$ cat config.mk
export PLATFORM = sky130hd
export DESIGN_NAME = tin_bhq_ram
export DESIGN_NICKNAME = d
export VERILOG_FILES = /design/src/sv/tin_bhq_ram.sv
export SDC_FILE = /design/constraint.sdc
export NUM_CORES = 1
export LEC_CHECK = 0
export BUFFER_PORTS_ARGS = -buffer_cell sky130_fd_sc_hd__buf_4
export CAP_MARGIN = 20
export CORE_UTILIZATION = 56
export CTS_CLUSTER_DIAMETER = 200
export DETAILED_ROUTE_END_ITERATION = 7
export GPL_TIMING_DRIVEN = 0
export PLACE_DENSITY = 0.74
export SETUP_SLACK_MARGIN = 0.1
export SLEW_MARGIN = 20
export SYNTH_ARGS = -nofsm -noshare
export SYNTH_HDL_FRONTEND = slang
export SYNTH_SLANG_ARGS = --single-unit
$ cat constraint.sdc
create_clock -name clk -period 3.4 [get_ports clk]
set_input_delay 0.51 -clock clk [delete_from_list [all_inputs] [get_ports clk]]
set_output_delay 0.51 -clock clk [all_outputs]
set_load 0.01 [all_outputs]
$ cat src/sv/tin_bhq_ram.sv
// Generic single-write, single-read RAM with registered read data.
module tin_bhq_ram #(
  parameter int WIDTH = 8,
  parameter int DEPTH = 16,
  parameter int AW    = (DEPTH > 1) ? $clog2(DEPTH) : 1
) (
  input  logic             clk,
  input  logic             we,
  input  logic [AW-1:0]    waddr,
  input  logic [WIDTH-1:0] wdata,
  input  logic             re,
  input  logic [AW-1:0]    raddr,
  output logic [WIDTH-1:0] rdata
);

  logic [WIDTH-1:0] mem [DEPTH];

  always_ff @(posedge clk) begin
    if (we) begin
      mem[waddr] <= wdata;
    end
    if (re) begin
      rdata <= mem[raddr];
    end
  end

endmodule

### Word level (Yosys, flattened, before mapping)

Memory sizes are Yosys's and may differ from the RTL's. A register that Yosys moved wholly into a read port is not among the register bits.
Cells that the tools add are included.

| operators by class | value |
|---|---|
| mux-type cells | 2 |

Operators with widths:

| cell | count |
|---|---|
| 2-to-1 mux 1 bit | 2 |

| word-level totals | value |
|---|---|
| register bits after elaboration | 0 |
| memory bits (writable) | 128 |
| bits of input ports | 19 |
| output and inout bits | 8 |
| word-level logic and storage cells | 3 |
| memories | 1 |

Memory list:

| name | depth | bits a word | read ports | clocked after memory_dff | wr ports | line | source |
|---|---|---|---|---|---|---|---|
| mem | 16 | 8 | 1 | 1 | 1 | 16 | `logic [WIDTH-1:0] mem [DEPTH];` |

### Depth between registers and ports, before layout

| logic depth | value |
|---|---|
| word-level depth | 2 |
| depth in mapped cells | 5 |
| gate-level depth less buffers | 3 |

### Least setup slack after synthesis

No wires, ideal clock.

| timing | value |
|---|---|
| path kind | input to register |
| start point | in waddr[2] |
| end point | mem mem[0][0] (enable) |
| library setup time | 383 ps |
| data arrival time | 1,620 ps |
| data required time | 3,017 ps |
| path slack | 1,397 ps |
| cell stages on the path | 2 |
| path buffers | 0 |
| path through | or3b_2 nor3_1 |

RTL lines:

| item | line | source |
|---|---|---|
| start, declared | 9 | `input logic [AW-1:0] waddr,` |
| end, declared | 16 |  |

Straight into the memory's write port.

### Worst setup path after layout

| timing | value |
|---|---|
| start point | in waddr[2] |
| end point | mem mem[2][7] (enable) |

Straight into the memory's write port.

==> results.cfg <==
[status]
status = complete, no violations

[timing]
layout_min_cycle_time_ns = 1.66
maxSlewViolCount = 0
max_freq_mhz = 604
skew_ns = 0.00364
slew_headroom = 0.469
setup_viol = 0
fin_crit_sh = 0.487
rsz0062_at_grt = no
worst_pin_slew_ns = 0.793
tns_ns = 0
finalHoldViolations = 0

[clock_tree]
clock_path_buffers = 2
cts-buffers-inserted = 17
clock_latency_ns = 0.51
post_cts_buffers = 0
cts_resized = 0
clock_sinks = 136
ctsHoldBuffers = 0
clk_pin_slew_ns = 0.06
root_buffer = clkbuf_8
cts_tree = done
cts-htree-levels = 4

[floorplanning]
die_h_um = 98.6
rows = 34
core_sq_mm = 0.00889
ios = 27
die_w_um = 98.6
initial_core_util = 0.588
die-area_sq_mm = 0.00972

[setup_path]
critPathLaunchType = primary input
worstSetupPathType = primary input to flop
crit_chain = buf_4 -> or3b_2 -> nor2_1
slowest_delay_ns = 0.63
cp.arrival_ns = 1.79
path_max_fanout = 8
cp.required_ns = 3.54
setup.worst_path.end_class = flop
crit_path_top_delay_cell = nor2_1
worstRegToRegCells = 3

[layout]
seq_area_sq_mm = 0.00408
n_fill_cell = 537
area_delta_synth_final_pct = 17.1
antenna_cells = 0
fin_nets = 292
final_core_util = 0.689
drive_above_1_share = 0.304
final_cells = 394
multiInputGateArea_sq_mm = 0.00108

[synthesis]
synth_cells = 229
muxShareOfSynthArea = 0.148
yosysMostFrequentCell = edfxtp_1
synthDistinctLibCells = 18
synth-seq-cells = 136
synth_common_cells = 136 x edfxtp_1, 18 x mux4_2, 16 x a22oi_1
synth_compound_area_frac = 0.0230
ys_warn_count = 0
syn_area_per_cell_sq_um = 22.8
synthAdderAreaFrac = 0
synth_xor_area_frac = 0
synth_top_family_by_area = multiplexers
synth.top_cell.area_share = 0.781
syn_area_sq_mm = 0.00523
synth_seq_area_share = 0.781
async_reset_ff_frac = 0
synth_ff_type = edfxtp_1
synth_edf_count = 136
synth-simple-area-share = 0.0314
synth_top_cell_by_area = edfxtp_1
syn-num-nets = 248
yosys-top-cells-area = edfxtp_1 78%, mux4_2 7.8%, mux4_1 7.0%

[placed_design]
dp_hpwl_um = 6050
gp_congestion = 0.691
placed_cells = 362
io_buffers = 25

[drt]
wl_met3_um = 577
wl_per_cell_um = 24.3
num_vias = 2443
viasPerCell = 6.20
wirelength_um = 9570
firstDrtPassIters = 5
ant_nets = 0
top_layer_used = met4
m1WireLength_um = 4100
drt-initial-drc-count = 253
wl_met2_um = 4690
drcViolationCount = 0

[global_route]
grt_overflow = 0
grt_use_total = 0.217
grt_pass1_vias = 2399
grt_antenna_before_repair = 0
grt_max_degree = 17
grt_first_pass_wirelength_um = 14200

[power_and_ir_drop]
fin_total_pwr_mw = 3.76
p_leak_nw = 2.05
powerDensity_mw_per_mm2 = 614
peakVddDrop_uv = 382

[worst_hold_path]
min-delay-path-class = primary input to flop
min_path_cells = 1

[run]
maxCapViolations = 0
[cells in the final DEF (no fill, tap or decap)]
cell	Yosys	final
edfxtp_1	136	136
buf_4	1	26
mux4_2	18	18
a22oi_1	16	16
clkbuf_16	0	16
mux4_1	14	14
nor2_1	13	13
nand2_1	9	9
clkinv_2	0	5
nor3_2	0	4
buf_6	3	3
buf_2	3	3
clkdlybuf4s25_2	3	3
clkinv_4	0	3
nand3b_1	2	2
nand2b_1	2	2
clkinv_1	0	2
bufinv_16	0	2
clkinvlp_4	0	2
nor2b_1	1	1
and2_1	1	1
and2b_1	1	1
nand3_1	1	1
or3b_2	1	1
clkbuf_8	0	1
clkbuf_1	0	1
[area by class of cell]
class	instances	share of cell area
Sequential cell	136	0.667
Multi-Input combinational cell	83	0.176
Clock buffer	18	0.0683
Timing Repair Buffer	25	0.0307
Tap cell	108	0.0221
Clock inverter	14	0.0219
Buffer	10	0.0141
[registers in the layout, indices dropped and copies added, names as in the netlist]
register	count
rdata	8
mem	128
[logic make-up (layout without fill, tap and decap cells)]
family | Yosys count | in the layout
compound gates | 16 | 16
buf+inv | 10 | 67
flops | 136 | 136
mux | 32 | 32
simple gates | 35 | 35
[stage by stage]
stage / hold WS (ns) / instance area (sq um) / setup slack, ns
after floorplan: 0.609 / 5230 / 1.40
after global placement: 0.733 / 5550 / 0.891
after detailed placement: 0.752 / 5570 / 1.20
after CTS: 0.262 / 6120 / 1.74
after global routing: 0.264 / 6120 / 1.69
final: 0.278 / 6120 / 1.74
[power by group]
part	switching [mW]	total [mW]	internal (mW)
combinational	0.107	0.190	0.0830
sequential	0.00888	1.90	1.89
clock	0.640	1.67	1.03
[worst paths after layout]
path | startpoint | endpoint | slack [ns]
setup reg to reg | mem[7][7] | rdata[7] | 1.82
hold / removal | re | rdata[1] | 0.28
setup / recovery | waddr[2] | mem[2][7] | 1.74
hold reg to reg | mem[11][3] | rdata[3] | 0.77
[worst max-delay path: cells and delay by family]
kind | cells | cell delay (ns)
buffers and inverters | 1 | 0.12
AND/OR/NAND/NOR | 2 | 1.16
[per-layer routing]
metal  GRT usage  up-vias
met5           0        -
met4      0.0918        0
met3      0.0461       16
met2       0.339      106
met1       0.305     1252
li1            -     1069
(Power assumes the default switching activity.)
